[config.mk]
export PLATFORM = sky130hd
export DESIGN_NAME = radial_rle_product_decoder_core
export DESIGN_NICKNAME = d
export VERILOG_FILES = /design/src/design/rrpd_pkg.sv /design/src/design/rrpd_parser.sv /design/src/design/rrpd_emitter.sv /design/src/design/radial_rle_product_decoder_core.sv
export SDC_FILE = /design/constraint.sdc
export NUM_CORES = 1
export LEC_CHECK = 0
export BUFFER_PORTS_ARGS = -buffer_cell sky130_fd_sc_hd__buf_4
export CAP_MARGIN = 30
export CORE_MARGIN = 5
export CORE_UTILIZATION = 46
export DETAILED_ROUTE_END_ITERATION = 8
export PLACE_DENSITY = 0.63
export SETUP_SLACK_MARGIN = 0.15
export SYNTH_ARGS = -nofsm -noshare
export SYNTH_HDL_FRONTEND = slang
export SYNTH_HIERARCHICAL = 1
export SYNTH_SLANG_ARGS = --single-unit
[constraint.sdc]
create_clock -name i_clk -period 4.7 [get_ports i_clk]
set_input_delay 0.705 -clock i_clk [delete_from_list [all_inputs] [get_ports i_clk]]
set_output_delay 0.705 -clock i_clk [all_outputs]
set_load 0.01 [all_outputs]
[src/design/rrpd_pkg.sv]
// Shared constants, phase codes, result kinds and the job type for the radial RLE decoder.
package rrpd_pkg;

    localparam int HEADER_BYTES = 170;
    localparam int NUM_RADIALS  = 360;
    localparam int SKIP_BYTES   = 8;
    localparam int ANGLE_SKIP   = 2;
    localparam int ANGLE_BASE   = 4500;

    localparam int VALUE_W = 17;
    localparam int KIND_W  = 2;
    localparam int RUN_W   = 4;
    localparam int PHASE_W = 4;
    localparam int BCNT_W  = 8;
    localparam int RAD_W   = 9;
    localparam int LEFT_W  = 17;

    localparam logic [PHASE_W-1:0] PH_HDR     = 4'd0;
    localparam logic [PHASE_W-1:0] PH_BINS_HI = 4'd1;
    localparam logic [PHASE_W-1:0] PH_BINS_LO = 4'd2;
    localparam logic [PHASE_W-1:0] PH_SKIP8   = 4'd3;
    localparam logic [PHASE_W-1:0] PH_CNT_HI  = 4'd4;
    localparam logic [PHASE_W-1:0] PH_CNT_LO  = 4'd5;
    localparam logic [PHASE_W-1:0] PH_ANG_HI  = 4'd6;
    localparam logic [PHASE_W-1:0] PH_ANG_LO  = 4'd7;
    localparam logic [PHASE_W-1:0] PH_SKIP2   = 4'd8;
    localparam logic [PHASE_W-1:0] PH_RLE     = 4'd9;
    localparam logic [PHASE_W-1:0] PH_DONE    = 4'd10;

    localparam logic [PHASE_W-1:0] PH_START =
        (HEADER_BYTES == 0) ? PH_BINS_HI : PH_HDR;

    localparam logic [KIND_W-1:0] KIND_BINS  = 2'd0;
    localparam logic [KIND_W-1:0] KIND_ANGLE = 2'd1;
    localparam logic [KIND_W-1:0] KIND_LEVEL = 2'd2;

    // One decoded input byte: a result value repeated count times.
    typedef struct packed {
        logic                      valid;
        logic [KIND_W-1:0]         kind;
        logic signed [VALUE_W-1:0] value;
        logic [RUN_W-1:0]          count;
    } t_job;

endpackage

[src/design/rrpd_parser.sv]
// Product stream parser: walks the header, radial headers and RLE bytes and issues jobs.
module rrpd_parser (
    input  logic             i_clk,
    input  logic             i_rst_n,
    input  logic             i_accept,
    input  logic [7:0]       i_byte_value,
    input  logic             i_frame_start,
    output rrpd_pkg::t_job   o_job
);

    logic [rrpd_pkg::PHASE_W-1:0] r_phase, n_phase, e_phase;
    logic [rrpd_pkg::BCNT_W-1:0]  r_byte_count, n_byte_count, e_byte_count;
    logic [rrpd_pkg::RAD_W-1:0]   r_radial, n_radial, e_radial;
    logic [rrpd_pkg::LEFT_W-1:0]  r_left, n_left, e_left;
    logic [7:0]                   r_high, n_high, e_high;
    logic [15:0]                  half;
    rrpd_pkg::t_job               job;

    // A frame start restarts decoding with this very byte.
    always_comb begin
        if (i_frame_start) begin
            e_phase      = rrpd_pkg::PH_START;
            e_byte_count = '0;
            e_radial     = '0;
            e_left       = '0;
            e_high       = '0;
        end else begin
            e_phase      = r_phase;
            e_byte_count = r_byte_count;
            e_radial     = r_radial;
            e_left       = r_left;
            e_high       = r_high;
        end
    end

    assign half = {e_high, i_byte_value};

    always_comb begin
        n_phase      = e_phase;
        n_byte_count = e_byte_count;
        n_radial     = e_radial;
        n_left       = e_left;
        n_high       = e_high;
        job          = '0;
        case (e_phase)
            rrpd_pkg::PH_HDR: begin
                n_byte_count = e_byte_count + 1'b1;
                if (n_byte_count >= rrpd_pkg::BCNT_W'(rrpd_pkg::HEADER_BYTES)) begin
                    n_byte_count = '0;
                    n_phase      = rrpd_pkg::PH_BINS_HI;
                end
            end
            rrpd_pkg::PH_BINS_HI: begin
                n_high  = i_byte_value;
                n_phase = rrpd_pkg::PH_BINS_LO;
            end
            rrpd_pkg::PH_BINS_LO: begin
                job.valid    = 1'b1;
                job.kind     = rrpd_pkg::KIND_BINS;
                job.value    = {1'b0, half};
                job.count    = rrpd_pkg::RUN_W'(1);
                n_byte_count = '0;
                n_phase      = rrpd_pkg::PH_SKIP8;
            end
            rrpd_pkg::PH_SKIP8: begin
                n_byte_count = e_byte_count + 1'b1;
                if (n_byte_count >= rrpd_pkg::BCNT_W'(rrpd_pkg::SKIP_BYTES)) begin
                    n_byte_count = '0;
                    n_phase      = rrpd_pkg::PH_CNT_HI;
                end
            end
            rrpd_pkg::PH_CNT_HI: begin
                n_high  = i_byte_value;
                n_phase = rrpd_pkg::PH_CNT_LO;
            end
            rrpd_pkg::PH_CNT_LO: begin
                // Halfword count of RLE data, turned into a byte count.
                n_left  = {half, 1'b0};
                n_phase = rrpd_pkg::PH_ANG_HI;
            end
            rrpd_pkg::PH_ANG_HI: begin
                n_high  = i_byte_value;
                n_phase = rrpd_pkg::PH_ANG_LO;
            end
            rrpd_pkg::PH_ANG_LO: begin
                job.valid    = 1'b1;
                job.kind     = rrpd_pkg::KIND_ANGLE;
                job.value    = rrpd_pkg::VALUE_W'(rrpd_pkg::ANGLE_BASE) - {1'b0, half};
                job.count    = rrpd_pkg::RUN_W'(1);
                n_byte_count = '0;
                n_phase      = rrpd_pkg::PH_SKIP2;
            end
            rrpd_pkg::PH_SKIP2: begin
                n_byte_count = e_byte_count + 1'b1;
                if (n_byte_count >= rrpd_pkg::BCNT_W'(rrpd_pkg::ANGLE_SKIP)) begin
                    n_byte_count = '0;
                    if (e_left == '0) begin
                        n_radial = e_radial + 1'b1;
                        n_phase  = (n_radial >= rrpd_pkg::RAD_W'(rrpd_pkg::NUM_RADIALS)) ?
                                   rrpd_pkg::PH_DONE : rrpd_pkg::PH_CNT_HI;
                    end else begin
                        n_phase = rrpd_pkg::PH_RLE;
                    end
                end
            end
            rrpd_pkg::PH_RLE: begin
                job.valid = (i_byte_value[7:4] != '0);
                job.kind  = rrpd_pkg::KIND_LEVEL;
                job.value = {13'd0, i_byte_value[3:0]};
                job.count = i_byte_value[7:4];
                n_left    = e_left - 1'b1;
                if (n_left == '0) begin
                    n_radial = e_radial + 1'b1;
                    n_phase  = (n_radial >= rrpd_pkg::RAD_W'(rrpd_pkg::NUM_RADIALS)) ?
                               rrpd_pkg::PH_DONE : rrpd_pkg::PH_CNT_HI;
                end
            end
            default: begin
                n_phase = rrpd_pkg::PH_DONE;
            end
        endcase
    end

    always_ff @(posedge i_clk) begin
        if (!i_rst_n) begin
            r_phase      <= rrpd_pkg::PH_START;
            r_byte_count <= '0;
            r_radial     <= '0;
            r_left       <= '0;
            r_high       <= '0;
        end else if (i_accept) begin
            r_phase      <= n_phase;
            r_byte_count <= n_byte_count;
            r_radial     <= n_radial;
            r_left       <= n_left;
            r_high       <= n_high;
        end
    end

    assign o_job = job;

endmodule

[src/design/rrpd_emitter.sv]
// Result emitter: repeats one job's value through the output register under a run counter.
module rrpd_emitter (
    input  logic                             i_clk,
    input  logic                             i_rst_n,
    input  logic                             i_load,
    input  rrpd_pkg::t_job                   i_job,
    output logic                             o_busy,
    output logic                             o_valid,
    input  logic                             i_stall,
    output logic [rrpd_pkg::KIND_W-1:0]      o_kind,
    output logic signed [rrpd_pkg::VALUE_W-1:0] o_value,
    output logic                             o_last
);

    logic                               r_valid;
    logic [rrpd_pkg::KIND_W-1:0]        r_kind;
    logic signed [rrpd_pkg::VALUE_W-1:0] r_value;
    logic [rrpd_pkg::RUN_W-1:0]         r_left;
    logic                               take;
    logic                               final_one;

    assign take      = r_valid && !i_stall;
    assign final_one = (r_left == rrpd_pkg::RUN_W'(1));

    always_ff @(posedge i_clk) begin
        if (!i_rst_n) begin
            r_valid <= 1'b0;
            r_left  <= '0;
        end else if (i_load && i_job.valid) begin
            r_valid <= 1'b1;
            r_left  <= i_job.count;
        end else if (take) begin
            r_left <= r_left - 1'b1;
            if (final_one) begin
                r_valid <= 1'b0;
            end
        end
    end

    always_ff @(posedge i_clk) begin
        if (i_load && i_job.valid) begin
            r_kind  <= i_job.kind;
            r_value <= i_job.value;
        end
    end

    assign o_busy  = r_valid;
    assign o_valid = r_valid;
    assign o_kind  = r_kind;
    assign o_value = r_value;
    assign o_last  = final_one;

endmodule

[src/design/radial_rle_product_decoder_core.sv]
// Top level of the radial RLE product decoder: byte parser feeding a run-length emitter.
// A byte with results shows its first result in the cycle after its transaction.
// A byte with no result raises no stall; while a byte's results are given out, o_stall
// holds the next byte back. Runs are up to 15 long, set by the emitter's run counter
// stepping once per result, and i_stall holds the run. Reset (synchronous, active low)
// restarts the parser at the header skip and empties the output register.
module radial_rle_product_decoder_core (
    input  logic                                i_clk,
    input  logic                                i_rst_n,
    input  logic                                i_valid,
    output logic                                o_stall,
    input  logic [7:0]                          i_byte_value,
    input  logic                                i_frame_start,
    output logic                                o_valid,
    input  logic                                i_stall,
    output logic [rrpd_pkg::KIND_W-1:0]         o_kind,
    output logic signed [rrpd_pkg::VALUE_W-1:0] o_value,
    output logic                                o_last
);

    logic           accept;
    logic           busy;
    rrpd_pkg::t_job job;

    assign o_stall = busy;
    assign accept  = i_valid && !busy;

    rrpd_parser u_parser (
        .i_clk        (i_clk),
        .i_rst_n      (i_rst_n),
        .i_accept     (accept),
        .i_byte_value (i_byte_value),
        .i_frame_start(i_frame_start),
        .o_job        (job)
    );

    rrpd_emitter u_emitter (
        .i_clk   (i_clk),
        .i_rst_n (i_rst_n),
        .i_load  (accept),
        .i_job   (job),
        .o_busy  (busy),
        .o_valid (o_valid),
        .i_stall (i_stall),
        .o_kind  (o_kind),
        .o_value (o_value),
        .o_last  (o_last)
    );

endmodule
==> Word level (Yosys, flattened, before mapping) <==
Cells that the tools add are included.
{ "word_totals": {"regBits": 70, "latch_bits": 0, "ramBits": 0, "rom_bits": 0, "in_bits": 13, "output_inout_bits": 22, "n_memories": 0} }
{ "op_classes": {"n_addsub": 5, "n_mul": 0, "n_div": 0, "order_cmp": 4, "n_eq_ne": 10, "shift": 0, "muxes": 28, "bitwise_logic": 0, "n_reduce_logical": 14} }
{ "op_table": {"columns": ["cell", "count"], "rows": [
  ["$pmux W24 S3", 1],
  ["$mux W8", 6],
  ["$pmux W4 S10", 1],
  ["$mux W4", 9],
  ["$mux W9", 4],
  ["$logic_not A17 Y1", 2],
  ["$pmux W17 S2", 1],
  ["$pmux W8 S4", 1],
  ["$pmux W9 S2", 1],
  ["$mux W17", 1],
  ["$sub A13 B16 Y17 const A", 1],
  ["$sub A17 B1 Y17 const B", 1],
  ["$eq A4 B3 Y1 const B", 4],
  ["$add A9 B1 Y9 const B", 1],
  ["$ge A9 B9 Y1 const B", 1],
  ["$add A8 B1 Y8 const B", 1],
  ["$eq A4 B1 Y1 const B", 2],
  ["$eq A4 B2 Y1 const B", 2],
  ["$eq A4 B4 Y1 const B", 2],
  ["$ge A8 B2 Y1 const B", 1],
  ["$ge A8 B4 Y1 const B", 1],
  ["$ge A8 B8 Y1 const B", 1],
  ["$logic_not A4 Y1", 1],
  ["$reduce_bool A2 Y1", 2],
  ["other kinds (8)", 13]
]} }

==> Longest topological paths before layout <==
{ "depth": {"ltp_word": 7, "depth_mapped": 15} }

==> Modules after synthesis <==
The synthesis kept the hierarchy.
{ "modules_own_cells": {"columns": ["mod", "n_inst", "cells_per_inst", "area_each_um2", "seq_area_each_um2"], "rows": [
  ["rrpd_parser", 1, 546, 4001.3, 920.9],
  ["rrpd_emitter", 1, 53, 868.3, 670.6],
  ["radial_rle_product_decoder_core", 1, 1, 13.8, 0.0]
]} }

==> Least setup slack after synthesis <==
Ideal clock, no wire load.
{ "synth_timing": {"kind": "input port to flip-flop", "from": "in i_frame_start", "to": "reg u_parser/r_radial[5] in the netlist's numbering", "arrival_ns": 3.995, "required_ns": 4.627, "setup_slack_ns": 0.632, "stages": 15, "path_buffers": 6, "cell_sequence": "clkbuf_1 > buf_1 > clkbuf_1 > clkbuf_1 > nor2b_1 > ha_1 > clkbuf_1 > nand3_1 > xor2_1 > a21oi_1 > or4_1 > a32oi_2 > buf_6 > mux2_4 > o211ai_2"} }
{ "synth_via": {"elab_chain_len": 5, "word_cells_on_any_way": 16, "classes_between": "3 x add/sub; 1 x order compare; 2 x eq/ne; 8 x mux; 2 x reduce/logical"} }
{ "synth_rtl": {"columns": ["element", "line_no", "rtl"], "rows": [
  ["from (decl)", "radial_rle_product_decoder_core.sv:13", "input logic i_frame_start,"],
  ["$mux W8, or another cell as far along", "rrpd_parser.sv:21", "if (i_frame_start) begin"],
  ["$add A8 B1 Y8, or another cell as far along", "rrpd_parser.sv:94", "n_byte_count = e_byte_count + 1'b1;"],
  ["$ge A8 B2 Y1, or another cell as far along", "rrpd_parser.sv:95", "if (n_byte_count >= rrpd_pkg::BCNT_W'(rrpd_pkg::ANGLE_SKIP)) begin"],
  ["$mux W9, on equally long branches", "rrpd_parser.sv:95, rrpd_parser.sv:112", null],
  ["$pmux W9 S2 *", "rrpd_parser.sv:45", "case (e_phase)"],
  ["to (signal assigned)", "rrpd_parser.sv:134", "r_radial <= n_radial;"],
  ["to (decl)", "rrpd_parser.sv:13", "logic [rrpd_pkg::RAD_W-1:0] r_radial, n_radial, e_radial;"]
]} }
Every way passes the cells marked *; elsewhere a longest branch is shown, timed or not.
A chain may end at the register's enable or synchronous reset.

==> Final worst setup path <==
{ "layout_timing": {"from": "in i_frame_start", "to": "reg u_parser/r_radial[0] in the netlist's numbering"} }
The elaborated chain is that of the path after synthesis.

==> impl_metrics.env <==
export IMPL_ys_flop_type="dfxtp_1"
export IMPL_cts_root_buf="clkbuf_8"
export IMPL_dp_hpwl_um=8980
export IMPL_num_fill_cells=1015
export IMPL_synthXorXnorAreaFrac_pct=3.59
export IMPL_setup_worst_path_end_class="register"
export IMPL_synth_edf_count=19
export IMPL_crit_chain="buf_4 -> inv_1 -> nand2_1 -> ha_1 -> nor2b_1 -> and4b_1 -> nor4_1 -> or2_2 -> nor4_4 -> a32oi_2 -> buf_4 -> and3_1 -> a311o_1"
export IMPL_synthTopCellsByCount="54 x nand2_1, 51 x dfxtp_1, 47 x o21ai_0"
export IMPL_post_route_period_util_pct=75.2
export IMPL_ctsResizeCount=0
export IMPL_holdBufCountCts=0
export IMPL_io_buffer_count=34
export IMPL_grt_pass1_wl_um=21100
export IMPL_place_congestion=1.02
export IMPL_synth_area_leaders="dfxtp_1 21%, edfxtp_1 12%, o21ai_0 4.8%"
export IMPL_avgSynthCellArea_um2=8.14
export IMPL_antenna_cells=0
export IMPL_first_global_vias=4318
export IMPL_skew_ns=0.0109
export IMPL_cts_setup_buffers=0
export IMPL_critPathLaunchType="input pin"
export IMPL_vias=4603
export IMPL_critPathMaxFanout=28
export IMPL_firstDrtPassIters=4
export IMPL_numCtsBuffers=9
export IMPL_ys_async_sr_fraction_pct=0
export IMPL_period_needed_ns=3.53
export IMPL_final_cells=752
export IMPL_die_y_um=113
export IMPL_critPathMaxStageDelay_ns=0.45
export IMPL_antenna_found_initial=0
export IMPL_yosys_area_top_type_share_pct=20.9
export IMPL_synthCells=600
export IMPL_drcViolationCount=0
export IMPL_drive_gt1_share_pct=14.6
export IMPL_yosys_area_share_adder_pct=2.31
export IMPL_setup_viol=0
export IMPL_cp_slowest_cell="ha_1"
export IMPL_crit_required_ns=4.96
export IMPL_dieArea_um2=12800
export IMPL_multiInputGateArea_um2=3000
export IMPL_wl_um=13000
export IMPL_placed_cell_area_um2=5200
export IMPL_cts_max_level=3
export IMPL_setup_tns_final_ns=0
export IMPL_yosysMostFrequentCell="nand2_1"
export IMPL_ys_types=74
export IMPL_clk_latency_ns=0.37
export IMPL_synthesis_area_um2=4880
export IMPL_clkSinkCount=70
export IMPL_peakVddDrop_mv=0.114
export IMPL_ant_nets=0
export IMPL_synth_compound_area_share_pct=25.4
export IMPL_final_cell_area_um2=5370
export IMPL_wire_per_inst_um=17.3
export IMPL_rows=37
export IMPL_synth_fp_nets=622
export IMPL_nNetsFinal=633
export IMPL_drv_slew=0
export IMPL_cp_common_cell="buf_4"
export IMPL_worstSetupPathType="in2reg"
export IMPL_p_per_area_nw_per_um2=238
export IMPL_rsz0062_at_grt="no"
export IMPL_drtIter0Drc=259
export IMPL_worst_path_buf_inv=3
export IMPL_cts_tree="built"
export IMPL_initial_core_util_pct=47.3
export IMPL_grt_util_all_layers_pct=20.3
export IMPL_hold_class="reg2reg"
export IMPL_slew_headroom_pct=53.7
export IMPL_whs_ns=0.538
export IMPL_ys_seq_area_share_pct=32.6
export IMPL_grt_overflow=0
export IMPL_synth_simple_gate_area_share_pct=28.4
export IMPL_p_leak_nw=1.97
export IMPL_synthMuxAreaShare_pct=1.67
export IMPL_fmax_ghz=0.283
export IMPL_cpLargestDelayFamily="simple AND/OR/NAND/NOR gates"
export IMPL_status="finished clean"
export IMPL_syn_to_final_growth_pct=9.97
export IMPL_via_per_inst=6.12
export IMPL_clk_path_buf_depth=2
export IMPL_clk_pin_slew_ns=0.09
export IMPL_seq_area_um2=1590
export IMPL_synth_top_family_by_area="simple AND/OR/NAND/NOR gates"
export IMPL_synth_largest_area_cell="dfxtp_1"
export IMPL_io_pins=35
export IMPL_yosys_register_bits=70
export IMPL_grt_max_degree=55
export IMPL_arrival_ns=3.79
export IMPL_hold_viol=0
export IMPL_place_inst=736
export IMPL_yosysWarnings=6
export IMPL_core_area_um2=10300
export IMPL_max_cap_violations=0
export IMPL_tightestPinTransition_ns=0.687
export IMPL_die_w_um=113
==> registers in the layout, summed over array words and instances, names as in the netlist <==
name                   cells
u_emitter/o_value         17
u_parser/r_left           17
u_parser/r_radial          9
u_parser/r_byte_count      8
u_parser/r_high            8
u_emitter/r_left           4
u_parser/r_phase           4
u_emitter/o_kind           2
u_emitter/o_busy           1
==> through the flow <==
stage / worst slack (ns) / util, % / total power, mW
floorplan: 0.632 / - / 0.787
global placement: 0.972 / 50.3 / 0.842
detailed placement: 0.850 / 50.3 / 0.844
CTS: 1.20 / 52.0 / 1.29
global route: 0.931 / 52.0 / 1.34
finish: 1.17 / 52.0 / 1.28
==> final timing paths <==
kind	start	to	slack, ns	cells after the start
setup / recovery	i_frame_start	u_parser/r_radial[0]	1.17	13
hold / removal	u_parser/r_radial[1]	u_parser/r_radial[1]	0.54	1
setup reg to reg	u_parser/r_left[0]	u_parser/r_radial[0]	1.59	11
hold reg to reg	u_parser/r_radial[1]	u_parser/r_radial[1]	0.54	1
==> routing by layer <==
layer | track usage [%] | routed length, um | vias to the layer above
li1 | - | - | 2238
met4 | 8.41 | 341 | 0
met2 | 35.0 | 6220 | 144
met1 | 25.0 | 5670 | 2194
met5 | 0 | 0 | -
met3 | 3.69 | 745 | 27
==> placed cells by master, fill, tap and decap left out, types with 5 or more instances in the layout <==
cell / instances
nand4b_1: 6
xor2_1: 10
nor2_1: 42
buf_4: 45
edfxtp_1: 19
nor2b_1: 27
dfxtp_1: 51
and2_1: 7
xnor2_1: 10
a311o_1: 5
o21ai_0: 47
ha_1: 9
a21oi_1: 36
nand3_1: 22
o31ai_1: 6
inv_1: 24
or3_1: 5
nand2b_1: 9
a22o_1: 6
nand4_1: 10
nor4_1: 7
o211ai_1: 5
nor3_1: 17
a22oi_1: 18
a31oi_1: 7
clkbuf_8: 9
and3_1: 9
nand2_1: 54
==> final cells by class <==
cell class,count,share of cell area [%]
tap,136,3.17
inverter,25,1.75
timing repair buffer,45,6.29
multi-input combinational,460,55.9
sequential,70,29.6
clock inverter,7,0.909
clock buffer,9,2.31
==> cells by family (layout without fill, tap and decap cells) <==
| logic type | count (synthesis) | in the layout |
|---|---|---|
| AOI/OAI and AO/OA | 179 | 179 |
| xor gates and xnor gates | 20 | 20 |
| adders and majority gates | 9 | 9 |
| buffers and inverters | 70 | 86 |
| DFF | 70 | 70 |
| muxes | 6 | 6 |
| and+or+nand+nor | 246 | 246 |
==> where the power goes <==
part           switching, mW  total, mW  internal [mW]
logic                  0.118      0.189         0.0706
registers             0.0155      0.643          0.628
clock network          0.256      0.448          0.192
total                  0.390       1.28          0.890
Power figures use the tool's default switching activity.
